--- config.mk ---
export PLATFORM = sky130hd
export DESIGN_NAME = tcw_ctrl
export DESIGN_NICKNAME = d
export VERILOG_FILES = /design/src/hdl/tcw_pkg.sv /design/src/hdl/tcw_ctrl.sv
export SDC_FILE = /design/constraint.sdc
export NUM_CORES = 1
export LEC_CHECK = 0
export ABC_AREA = 0
export BUFFER_PORTS_ARGS = -buffer_cell sky130_fd_sc_hd__buf_2
export CAP_MARGIN = 20
export CORE_AREA = 2 2 39 41
export DETAILED_ROUTE_END_ITERATION = 12
export DIE_AREA = 0 0 41 43
export GPL_TIMING_DRIVEN = 1
export SLEW_MARGIN = 20
export SYNTH_ARGS = -nofsm -noshare
export SYNTH_HDL_FRONTEND = slang
export SYNTH_SLANG_ARGS = --single-unit
--- constraint.sdc ---
create_clock -name clk -period 2.7 [get_ports clk]
set_input_delay 0.27 -clock clk [delete_from_list [all_inputs] [get_ports clk]]
set_output_delay 0.27 -clock clk [all_outputs]
set_load 0.005 [all_outputs]
--- src/hdl/tcw_pkg.sv ---
// Shared constants, types and helpers for the text console writer.
// No dependencies; the controller, datapath, top level and bench import this package.
package tcw_pkg;

  localparam int MAX_COLS   = 128;
  localparam int MAX_ROWS   = 32;
  localparam int COL_W      = 7;
  localparam int ROW_W      = 5;
  localparam int ADDR_W     = COL_W + ROW_W;
  localparam int DEPTH      = MAX_COLS * MAX_ROWS;
  localparam int CELL_W     = 16;
  localparam int CFG_IDX_W  = 2;
  localparam int CFG_DATA_W = 8;

  localparam logic [7:0] NEWLINE_CODE = 8'd10;
  localparam logic [7:0] SPACE_CODE   = 8'h20;

  localparam logic [7:0] RST_SCREEN_COLS = 8'd80;
  localparam logic [5:0] RST_SCREEN_ROWS = 6'd25;
  localparam logic [7:0] RST_BLANK_COLOR = 8'h07;
  localparam logic [CELL_W-1:0] RST_BLANK_CELL = {RST_BLANK_COLOR, SPACE_CODE};

  localparam logic [CFG_IDX_W-1:0] CFG_SCREEN_COLS = 2'd0;
  localparam logic [CFG_IDX_W-1:0] CFG_SCREEN_ROWS = 2'd1;
  localparam logic [CFG_IDX_W-1:0] CFG_BLANK_COLOR = 2'd2;

  localparam logic [0:0] CMD_PUT  = 1'b0;
  localparam logic [0:0] CMD_READ = 1'b1;

  typedef struct packed {
    logic clr;
    logic take;
    logic copy;
    logic drain;
    logic blank;
    logic load;
  } dp_cmd_t;

  typedef struct packed {
    logic clr_last;
    logic copy_last;
    logic blank_last;
    logic scroll_now;
    logic rows_gt1;
    logic out_free;
  } dp_stat_t;

  function automatic logic [7:0] eff_cols(input logic [7:0] v);
    logic [7:0] r;
    r = v;
    if (v == 8'd0) r = 8'd1;
    else if (v > 8'(MAX_COLS)) r = 8'(MAX_COLS);
    return r;
  endfunction

  function automatic logic [5:0] eff_rows(input logic [5:0] v);
    logic [5:0] r;
    r = v;
    if (v == 6'd0) r = 6'd1;
    else if (v > 6'(MAX_ROWS)) r = 6'(MAX_ROWS);
    return r;
  endfunction

endpackage

--- src/hdl/tcw_ctrl.sv ---
// Controller FSM: clear pass, item accept, scroll copy/blank, result hand-off.
// Depends on tcw_pkg (command and status structs).
module tcw_ctrl (
  input  logic               clk,
  input  logic               rst_n,
  input  logic               in_valid,
  output logic               in_ready,
  input  tcw_pkg::dp_stat_t  stat,
  output tcw_pkg::dp_cmd_t   cmd
);
  import tcw_pkg::*;

  localparam logic [2:0] ST_CLEAR  = 3'd0;
  localparam logic [2:0] ST_IDLE   = 3'd1;
  localparam logic [2:0] ST_COPY   = 3'd2;
  localparam logic [2:0] ST_DRAIN  = 3'd3;
  localparam logic [2:0] ST_BLANK  = 3'd4;
  localparam logic [2:0] ST_FINISH = 3'd5;

  logic [2:0] state_r, state_nxt;

  always_comb begin
    state_nxt = state_r;
    cmd       = '0;
    in_ready  = 1'b0;
    case (state_r)
      ST_CLEAR: begin
        cmd.clr = 1'b1;
        if (stat.clr_last) state_nxt = ST_IDLE;
      end
      ST_IDLE: begin
        in_ready = 1'b1;
        if (in_valid) begin
          cmd.take = 1'b1;
          if (stat.scroll_now) state_nxt = stat.rows_gt1 ? ST_COPY : ST_BLANK;
          else state_nxt = ST_FINISH;
        end
      end
      ST_COPY: begin
        cmd.copy = 1'b1;
        if (stat.copy_last) state_nxt = ST_DRAIN;
      end
      ST_DRAIN: begin
        cmd.drain = 1'b1;
        state_nxt = ST_BLANK;
      end
      ST_BLANK: begin
        cmd.blank = 1'b1;
        if (stat.blank_last) state_nxt = ST_FINISH;
      end
      ST_FINISH: begin
        if (stat.out_free) begin
          cmd.load  = 1'b1;
          state_nxt = ST_IDLE;
        end
      end
      default: state_nxt = ST_IDLE;
    endcase
  end

  always_ff @(posedge clk) begin
    if (!rst_n) state_r <= ST_CLEAR;
    else state_r <= state_nxt;
  end

endmodule

# ---- Yosys cells after proc, flatten, opt, wreduce, memory -nomap -nowiden
# Index checks and enable logic that the tools add are counted.
dict set report totals {
  ff_bits 3
  input_bits 9
}
dict set report classes {
  n_mux 17
  reduce_logical 2
  n_eq_ne 10
}
# cell n
set op_table {}
lappend op_table {{two-way mux 3 bit} 7}
lappend op_table {{one-hot mux 3 bit (6 select lines)} 1}
lappend op_table {{inequality test 2 bit (second input constant)} 5}
lappend op_table {{two-way mux 1 bit} 9}
lappend op_table {{== test 3 x 2 -> 1 bit (second input constant)} 2}
lappend op_table {{== test 3 bit (second input constant)} 2}
lappend op_table {{AND reduction 5 bit} 1}
lappend op_table {{== test 3 x 1 -> 1 bit (second input constant)} 1}
lappend op_table {{logical NOT 3 bit} 1}

# ---- Depth between registers and ports, before layout
# Gate-level depths: netlist of run 1.
dict set report depth {
  depth_word 4
  ltp_mapped 5
  depth_no_buf 4
}

# ---- Worst setup path after synthesis of run 1
# OpenSTA, ideal clock, no wires.
dict set report synth_path {
  path_type {reg-to-reg}
  from {register state_r[2]}
  to {register state_r[2]}
  required_time_ps 2578
  synth_period_minus_slack_ps 1246
  path_buffers 1
  arrival_ps 1124
  setup_time_ps 122
  path_stages_with_launch 6
  slack_ps 1454
  cell_sequence {dfxtp_1 > buf_6 > mux2i_1 > a32oi_1 > nand2b_1 > o311a_1}
}
dict set report synth_via {
  elab_chain_len 3
  word_cells_on_any_way 13
  classes_between {10 x eq/ne; 1 x mux; 2 x reduce/logical}
}
# item line
set synth_rtl {}
lappend synth_rtl {{from (decl)} tcw_ctrl.sv:20} ;# logic [2:0] state_r, state_nxt;
lappend synth_rtl {{from (signal assigned)} tcw_ctrl.sv:63} ;# else state_r <= state_nxt;
lappend synth_rtl {{== test 3 x 2 -> 1 bit, or another cell as far along} tcw_ctrl.sv:26} ;# case (state_r)
lappend synth_rtl {{inequality test 2 bit (no line)} n/a}
lappend synth_rtl {{AND reduction 5 bit (no line)} n/a}
# Several ways; a longest one is shown, not always the timed one.
# A chain may end at the register's enable or synchronous reset.

==> results by group, run 1 <==
Run status
  • Result of the run: completed

Pwr
  • Pwr Density: between 600 and 700 nW/um^2
  • Overall Power: 0.246 mW
  • Worst IR Drop VDD: 0.208 mV
  • Lkg Pwr: roughly 0.19 nW

Detailed routing
  • Via count: approximately 300
  • First-iteration detailed-routing DRC count: 8
  • Met2 Routed Length: roughly 360 um
  • Drt pass-1 iters: 4
  • DRT Wirelength: 709 um
  • DR top layer: met4
  • Ratio of routed vias to standard cells: around 4.5
  • Antenna violation net count after detailed routing: 0
  • Detail-routed net length per standard cell: ~11 um
  • Number of remaining DRC errors: 0
  • Met3 WL post-DR: 40 um
  • Routed metal-1 wire length: 290 um

Floorplanning
  • Standard-cell row count: 14
  • Height of the die: 43 um
  • I/O pin cnt: 16
  • Starting utilization of the core area: 0.194
  • Core box area: 1380 um^2
  • Die Footprint: ~1800 um^2
  • Chip Width: slightly above 40 um

Timing
  • Total negative slack: 0 ns
  • Post-layout worst setup margin: approximately 1.2 ns
  • Count of endpoints failing hold in the final timing report: 0
  • Worst-case clock skew: approximately 0.0018 ns
  • Final-report max-slew violation count: 0
  • Setup repair after global routing missed its margin: false
  • Fin crit period: 1.54 ns
  • Post-route fraction of the period consumed by the critical path: 0.571
  • Slew at the pin with the worst max-slew slack: ~0.32 ns
  • Max Freq: roughly 0.65 GHz
  • Total of endpoints with negative setup slack in the final report: 0
  • Headroom to the max-slew limit: 0.786

Synth
  • Share of Yosys cell area claimed by the top area cell type: 0.223
  • Cell type contributing the most total cell area after synthesis: sky130_fd_sc_hd__dfxtp_1
  • YS warnings: 0
  • Post-Syn Area: 269 um^2
  • Share of the yosys chip area belonging to registers: 0.223
  • Cell count after synthesis: 34
  • Number of synthesized register bits: 3
  • Synth top area cells: sky130_fd_sc_hd__dfxtp_1, sky130_fd_sc_hd__mux2i_1, sky130_fd_sc_hd__nor2_1
  • Syn Nets: 43
  • Distinct cell type count after synthesis: 20
  • Average cell area after synthesis: 7.91 um^2

CTS
  • Number of sinks on the clock net: 3
  • CTS H-tree depth: 1
  • Clk slew on worst S/H paths: about 0.03 ns
  • CTS tree: built
  • Resized cells post-CTS: 0
  • Count of buffers added by post-CTS timing repair for setup: 0
  • Largest buffer count on any clock path: 2
  • Clock Latency Late Sink: 0.23 ns
  • Number of buffers added to fix hold violations after cts: 0
  • Root buffer selected by CTS: sky130_fd_sc_hd__clkbuf_4
  • TritonCTS Buffers: 3

Setup path
  • Endpoint arrival time on the critical path: ~1.3 ns
  • Worst-path cell with the longest stage delay: sky130_fd_sc_hd__dfxtp_1
  • R2R Setup Slk: 1.28 ns
  • Launching point of the worst reg2reg path: state_r[1]
  • Worst Setup Path Type: flip-flop to output pin
  • Endpoint kind of the worst setup timing path: output pin
  • Largest stage delay on the critical path: roughly 0.48 ns
  • Worst reg2reg endpoint: state_r[2]
  • Required time of the worst setup path: approximately 2.4 ns
  • Cells along the critical path: nand2b_1 -> nor2_1 -> and2_1 -> buf_2
  • Worst-path maximum fanout: 9
  • Number of cells on the worst reg-to-reg path: 4
  • Launching element type of the critical path: flip-flop

Worst hold path
  • Worst Hold Launch: rst_n
  • Hold WC Path Type: primary input to flip-flop
  • Number of cells on the worst hold path: 2
  • Hold EP: state_r[2]

Place
  • Final GP Congestion: slightly below 0.8
  • Port-buffer cells: 15
  • DPL Wire Length: between 500 and 600 um
  • Setup WS pre-CTS: approximately 1.3 ns

Finish
  • Commonest non-fill, non-tap cells in the layout: sky130_fd_sc_hd__buf_2, sky130_fd_sc_hd__nor2_1, sky130_fd_sc_hd__mux2i_1, sky130_fd_sc_hd__clkbuf_4, sky130_fd_sc_hd__dfxtp_1
  • Largest regs: state_r x3
  • Nets: 60
  • Area Overhead vs Synth: 36.3%
  • Most flops, register: state_r
  • Inserted Diodes: 0
  • Leading cell type in the layout, fill and taps excluded: sky130_fd_sc_hd__buf_2
  • Fraction of final layout cells with drive strength greater than 1: 0.420
  • Max reg flops: 3

Global routing
  • Initial antenna violation count: 0
  • Final global-route overflow total: 0
  • Combined global-route utilization of all metal layers: 0.0952
  • Via count of the first global-routing pass: around 250
  • Global-route wire length before repair: about 1000 um
  • Largest net degree at the start of global routing: 10

Flow run
  • Number of max-cap violations: 0
-- power breakdown --
part           leakage, nW  switching (mW)  internal, mW
logic                0.146          0.0455        0.0488
clock network       0.0150          0.0219        0.0553
registers           0.0248          0.0208        0.0535
-- cells by family (layout without fill, tap and decap cells) --
| family | after synthesis | after routing | share of synthesized area |
|---|---|---|---|
| mux | 3 | 3 | 0.112 |
| flops | 3 | 3 | 0.223 |
| compound gates | 6 | 6 | 0.205 |
| simple gates | 17 | 17 | 0.344 |
| buf+inv | 5 | 21 | 0.116 |
-- final cells by class --
type | count | area, um^2
clock buffers | 4 | 26.3
multi-input cells | 26 | 178
inverters | 2 | 7.51
fillers | 160 | 1020
well taps | 16 | 20.0
repair buffers | 15 | 75.1
flip-flops and latches | 3 | 60.1
-- critical path, delay by kind of cell (launching register included) --
| kind | cells | cell delay, ns |
|---|---|---|
| and+or+nand+nor | 3 | 0.43 |
| buffers and inverters | 1 | 0.12 |
| DFF | 1 | 0.48 |
-- synthesized netlist by cell type --
| library cell | number |
|---|---|
| sky130_fd_sc_hd__o211a_1 | 1 |
| sky130_fd_sc_hd__or2_2 | 1 |
| sky130_fd_sc_hd__buf_2 | 1 |
| sky130_fd_sc_hd__nor3_1 | 2 |
| sky130_fd_sc_hd__buf_6 | 1 |
| sky130_fd_sc_hd__nor2_1 | 6 |
| sky130_fd_sc_hd__and2_1 | 1 |
| sky130_fd_sc_hd__mux2i_1 | 3 |
| sky130_fd_sc_hd__inv_1 | 2 |
| sky130_fd_sc_hd__a21oi_1 | 2 |
| sky130_fd_sc_hd__dfxtp_1 | 3 |
| sky130_fd_sc_hd__o41ai_2 | 1 |
| sky130_fd_sc_hd__nand2b_1 | 2 |
| sky130_fd_sc_hd__nand2_1 | 2 |
| sky130_fd_sc_hd__a32oi_1 | 1 |
| sky130_fd_sc_hd__buf_4 | 1 |
| sky130_fd_sc_hd__or3_1 | 1 |
| sky130_fd_sc_hd__o311a_1 | 1 |
| sky130_fd_sc_hd__and3_1 | 1 |
| sky130_fd_sc_hd__nor4b_2 | 1 |
-- how the worst max path moves through the flow --
| stage | startpoint | end |
|---|---|---|
| after CTS | state_r[2] | cmd[4] |
| final | state_r[2] | cmd[4] |
| after global routing | state_r[2] | cmd[4] |
| after global placement | state_r[2] | state_r[1] |
| after floorplan | state_r[2] | state_r[2] |
| after detailed placement | state_r[1] | state_r[2] |
-- routing by layer --
metal	track usage	vias to the layer above
met2	0.128	12
met1	0.0958	135
met3	0.0314	2
met4	0.120	0
li1	-	150
met5	0	-
-- through the flow --
step	cell area, um^2	hold WS [ns]	utilization	cells
after floorplan	269	0.401	-	34
after global routing	367	0.307	0.265	66
after global placement	340	0.540	0.246	62
final	367	0.301	0.265	66
after detailed placement	340	0.537	0.246	62
after CTS	367	0.300	0.265	66
(Power assumes the default switching activity.)
==> run 2, diff against run 1 <==
Settings changed: ABC_AREA 0 to 1.
Clock period 2.7 ns to 1.4 ns, I/O delays scaled along.
==> results by group, run 2 <==
Setup path
  • Worst-path maximum fanout: 8 (-1)
  • Launching element type of the critical path: flip-flop
  • Worst Setup Path Type: flip-flop to output pin
  • Endpoint kind of the worst setup timing path: output pin
  • R2R Setup Slk: 0.19 ns (-1.09 ns)
  • Endpoint arrival time on the critical path: 1.17 ns (-0.10 ns)
  • Required time of the worst setup path: 1.26 ns (-1.17 ns)

Floorplanning
  • Standard-cell row count: 14 (unchanged)
  • Height of the die: 43 um (unchanged)
  • Chip Width: 41 um (unchanged)
  • Starting utilization of the core area: 0.233 (+0.0389)
  • I/O pin cnt: 16 (unchanged)
  • Core box area: 1380 um^2 (unchanged)
  • Die Footprint: 1760 um^2 (unchanged)

Synth
  • YS warnings: 0 (unchanged)
  • Most used standard cell by instance count after synthesis: sky130_fd_sc_hd__nor2_1
  • Distinct cell type count after synthesis: 15 (-25%)
  • Commonest register cell after synthesis: sky130_fd_sc_hd__dfxtp_1
  • Syn Nets: 67 (+56%)
  • Cell type contributing the most total cell area after synthesis: sky130_fd_sc_hd__dfxtp_1
  • Share of the yosys chip area belonging to registers: 0.186 (-0.0372)
  • Synth top area cells: sky130_fd_sc_hd__dfxtp_1, sky130_fd_sc_hd__nor2_1, sky130_fd_sc_hd__nand2_1
  • Leading post-synthesis cells by instance count: sky130_fd_sc_hd__nor2_1, sky130_fd_sc_hd__nand2_1, sky130_fd_sc_hd__inv_1
  • Post-synth ARST share: 0 (unchanged)
  • Number of enable flip-flop cells after synthesis: 0 (unchanged)
  • Number of synthesized register bits: 3 (unchanged)
  • Average cell area after synthesis: 5.57 um^2 (-30%)
  • Share of Yosys cell area claimed by the top area cell type: 0.186 (-0.0372)
  • Cell count after synthesis: 58 (+71%)
  • Post-Syn Area: 323 um^2 (+20%)

CTS
  • Clock Latency Late Sink: 0.24 ns (about the same)
  • Number of sinks on the clock net: 3 (unchanged)
  • Largest buffer count on any clock path: 2 (unchanged)
  • TritonCTS Buffers: 3 (unchanged)
  • Clk slew on worst S/H paths: 0.04 ns (about the same)
  • CTS H-tree depth: 1 (unchanged)
  • Count of buffers added by post-CTS timing repair for setup: 0 (unchanged)
  • CTS tree: built
  • Root buffer selected by CTS: sky130_fd_sc_hd__clkbuf_4

Pwr
  • Worst IR Drop VDD: 0.434 mV (+110%)
  • Lkg Pwr: 0.267 nW (+44%)
  • Proportion of power drawn by flip-flops and latches: 0.238 (-0.064)
  • Share of total power in the clock network: 0.203 (-0.111)
  • Cell-internal power: 0.407 mW (+160%)
  • Overall Power: 0.772 mW (+210%)
  • Fraction of power spent switching nets: 0.472 (+0.114)
  • Net switching power: 0.365 mW (+310%)
  • Comb pwr share: 0.559 (+0.175)
  • Pwr Density: 1840 nW/um^2 (+170%)

Detailed routing
  • Number of remaining DRC errors: 0 (unchanged)
  • First-iteration detailed-routing DRC count: 3 (-5)
  • Antenna violation net count after detailed routing: 0 (unchanged)
  • Ratio of routed vias to standard cells: 4.24 (-6.4%)
  • Via count: 386 (+29%)
  • Drt pass-1 iters: 4 (unchanged)
  • Detail-routed net length per standard cell: 8.14 um (-24%)
  • DRT Wirelength: 741 um (+4.5%)

Finish
  • Area of all placed cells without fillers: 420 um^2 (+15%)
  • Most flops, register: state_r
  • Leading cell type in the layout, fill and taps excluded: sky130_fd_sc_hd__buf_2
  • Max reg flops: 3 (unchanged)
  • Nets: 85 (+42%)
  • Commonest non-fill, non-tap cells in the layout: sky130_fd_sc_hd__buf_2, sky130_fd_sc_hd__nor2_1, sky130_fd_sc_hd__nand2_1, sky130_fd_sc_hd__inv_1, sky130_fd_sc_hd__nand3_1
  • Fraction of final layout cells with drive strength greater than 1: 0.333 (-0.0867)
  • Inserted Diodes: 0 (unchanged)
  • Area Overhead vs Synth: 30.2%
  • Largest regs: state_r x3

Place
  • Cell area after placement: 393 um^2 (+15%)
  • DPL Wire Length: 615 um (+7.5%)
  • Final GP Congestion: 0.767 (-0.93%)
  • Port-buffer cells: 15 (unchanged)
  • Setup WS pre-CTS: 0.140 ns (-1.16 ns)

Global routing
  • Via count of the first global-routing pass: 336 (+33%)
  • Initial antenna violation count: 0 (unchanged)
  • Global-route wire length before repair: 1200 um (+20%)
  • Combined global-route utilization of all metal layers: 0.101 (+0.00591)
  • Largest net degree at the start of global routing: 12 (+2)
  • Final global-route overflow total: 0 (unchanged)

Timing
  • Total of endpoints with negative setup slack in the final report: 0 (unchanged)
  • Headroom to the max-slew limit: 0.791 (+0.00445)
  • Max Freq: around 0.77 GHz
  • Worst-case clock skew: 0.00911 ns (+0.00734 ns)
  • Setup repair after global routing missed its margin: false
  • Final-report max-slew violation count: 0 (unchanged)
  • Worst hold slack after final layout: 0.131 ns (-0.170 ns)
  • Post-route fraction of the period consumed by the critical path: 0.933
  • Slew at the pin with the worst max-slew slack: 0.313 ns (-0.00666 ns)
  • Count of endpoints failing hold in the final timing report: 0 (unchanged)
  • Post-layout worst setup margin: 0.0944 ns (-1.06 ns)
  • Total negative slack: 0 ns (unchanged)
  • Fin crit period: about 1.3 ns

Worst hold path
  • Hold WC Path Type: primary input to flip-flop

Run status
  • Result of the run: completed

Flow run
  • Number of max-cap violations: 0 (unchanged)
## run 2: cell count changes in the layout (fill, tap and decap cells not counted), moves of 2 or more
| cell | before | now |
|---|---|---|
| sky130_fd_sc_hd__a21oi_1 | 2 | 0 |
| sky130_fd_sc_hd__inv_1 | 2 | 10 |
| sky130_fd_sc_hd__inv_2 | 0 | 3 |
| sky130_fd_sc_hd__mux2i_1 | 3 | 0 |
| sky130_fd_sc_hd__nand2_1 | 2 | 11 |
| sky130_fd_sc_hd__nand2b_1 | 2 | 0 |
| sky130_fd_sc_hd__nand3_1 | 0 | 6 |
| sky130_fd_sc_hd__nor2_1 | 6 | 13 |
| sky130_fd_sc_hd__nor3_1 | 2 | 4 |
## run 2: power by group through the flow
stage	Sequential, mW	Clock [mW]	Combinational, mW
global placement	0.184	0	0.430
CTS	0.183	0.165	0.437
floorplan	0.140	0	0.390
finish	0.184	0.157	0.431
detailed placement	0.185	0	0.435
global route	0.194	0.174	0.498
## run 2: metrics by stage
stage,utilization,instances
2_1_floorplan,-,58
3_3_place_gp,0.284,87
3_5_place_dp,0.284,87
4_1_cts,0.303,91
5_1_grt,0.304,91
6_report,0.304,91
## run 2: metal layers
layer	track usage	wire length [um]	up-vias
met1	0.118	310	165
met3	0.0157	51	0
met2	0.153	379	11
met5	0	0	-
met4	0.0800	0	0
li1	-	-	210
## run 2: what timing repair did
item | 4_1_cts | 5_1_grt
endpoints found under the setup margin | 0 | 4
hold buffers | 0 | 0
resized for setup | 0 | 1
## run 2: kinds of logic (layout without fill, tap and decap cells)
group	Yosys count	in the layout	synth area share
flops	3	3	0.186
buf+inv	15	32	0.229
simple gates	39	39	0.562
compound gates	1	1	0.0233
## run 2: final timing paths
check                           startpoint         end  cells past startpoint
worst max register to register  state_r[2]  state_r[1]                      7
worst min-delay path                 rst_n  state_r[0]                      3
worst max-delay path            state_r[2]      cmd[3]                      4
worst min register to register  state_r[1]  state_r[1]                      2
## run 2: cell type report
type                    count  area [um^2]
well taps                  16         20.0
fillers                   182          963
multi-input cells          40          189
clock buffers               4         26.3
inverters                  13         48.8
repair buffers             15         75.1
flip-flops and latches      3         61.3
## run 2: worst max-delay path, cell delays in order, from the launching register on
cell,delay [ns]
sky130_fd_sc_hd__dfxtp_1,0.49
sky130_fd_sc_hd__inv_1,0.13
sky130_fd_sc_hd__nand3_1,0.12
sky130_fd_sc_hd__inv_1,0.06
sky130_fd_sc_hd__buf_2,0.12
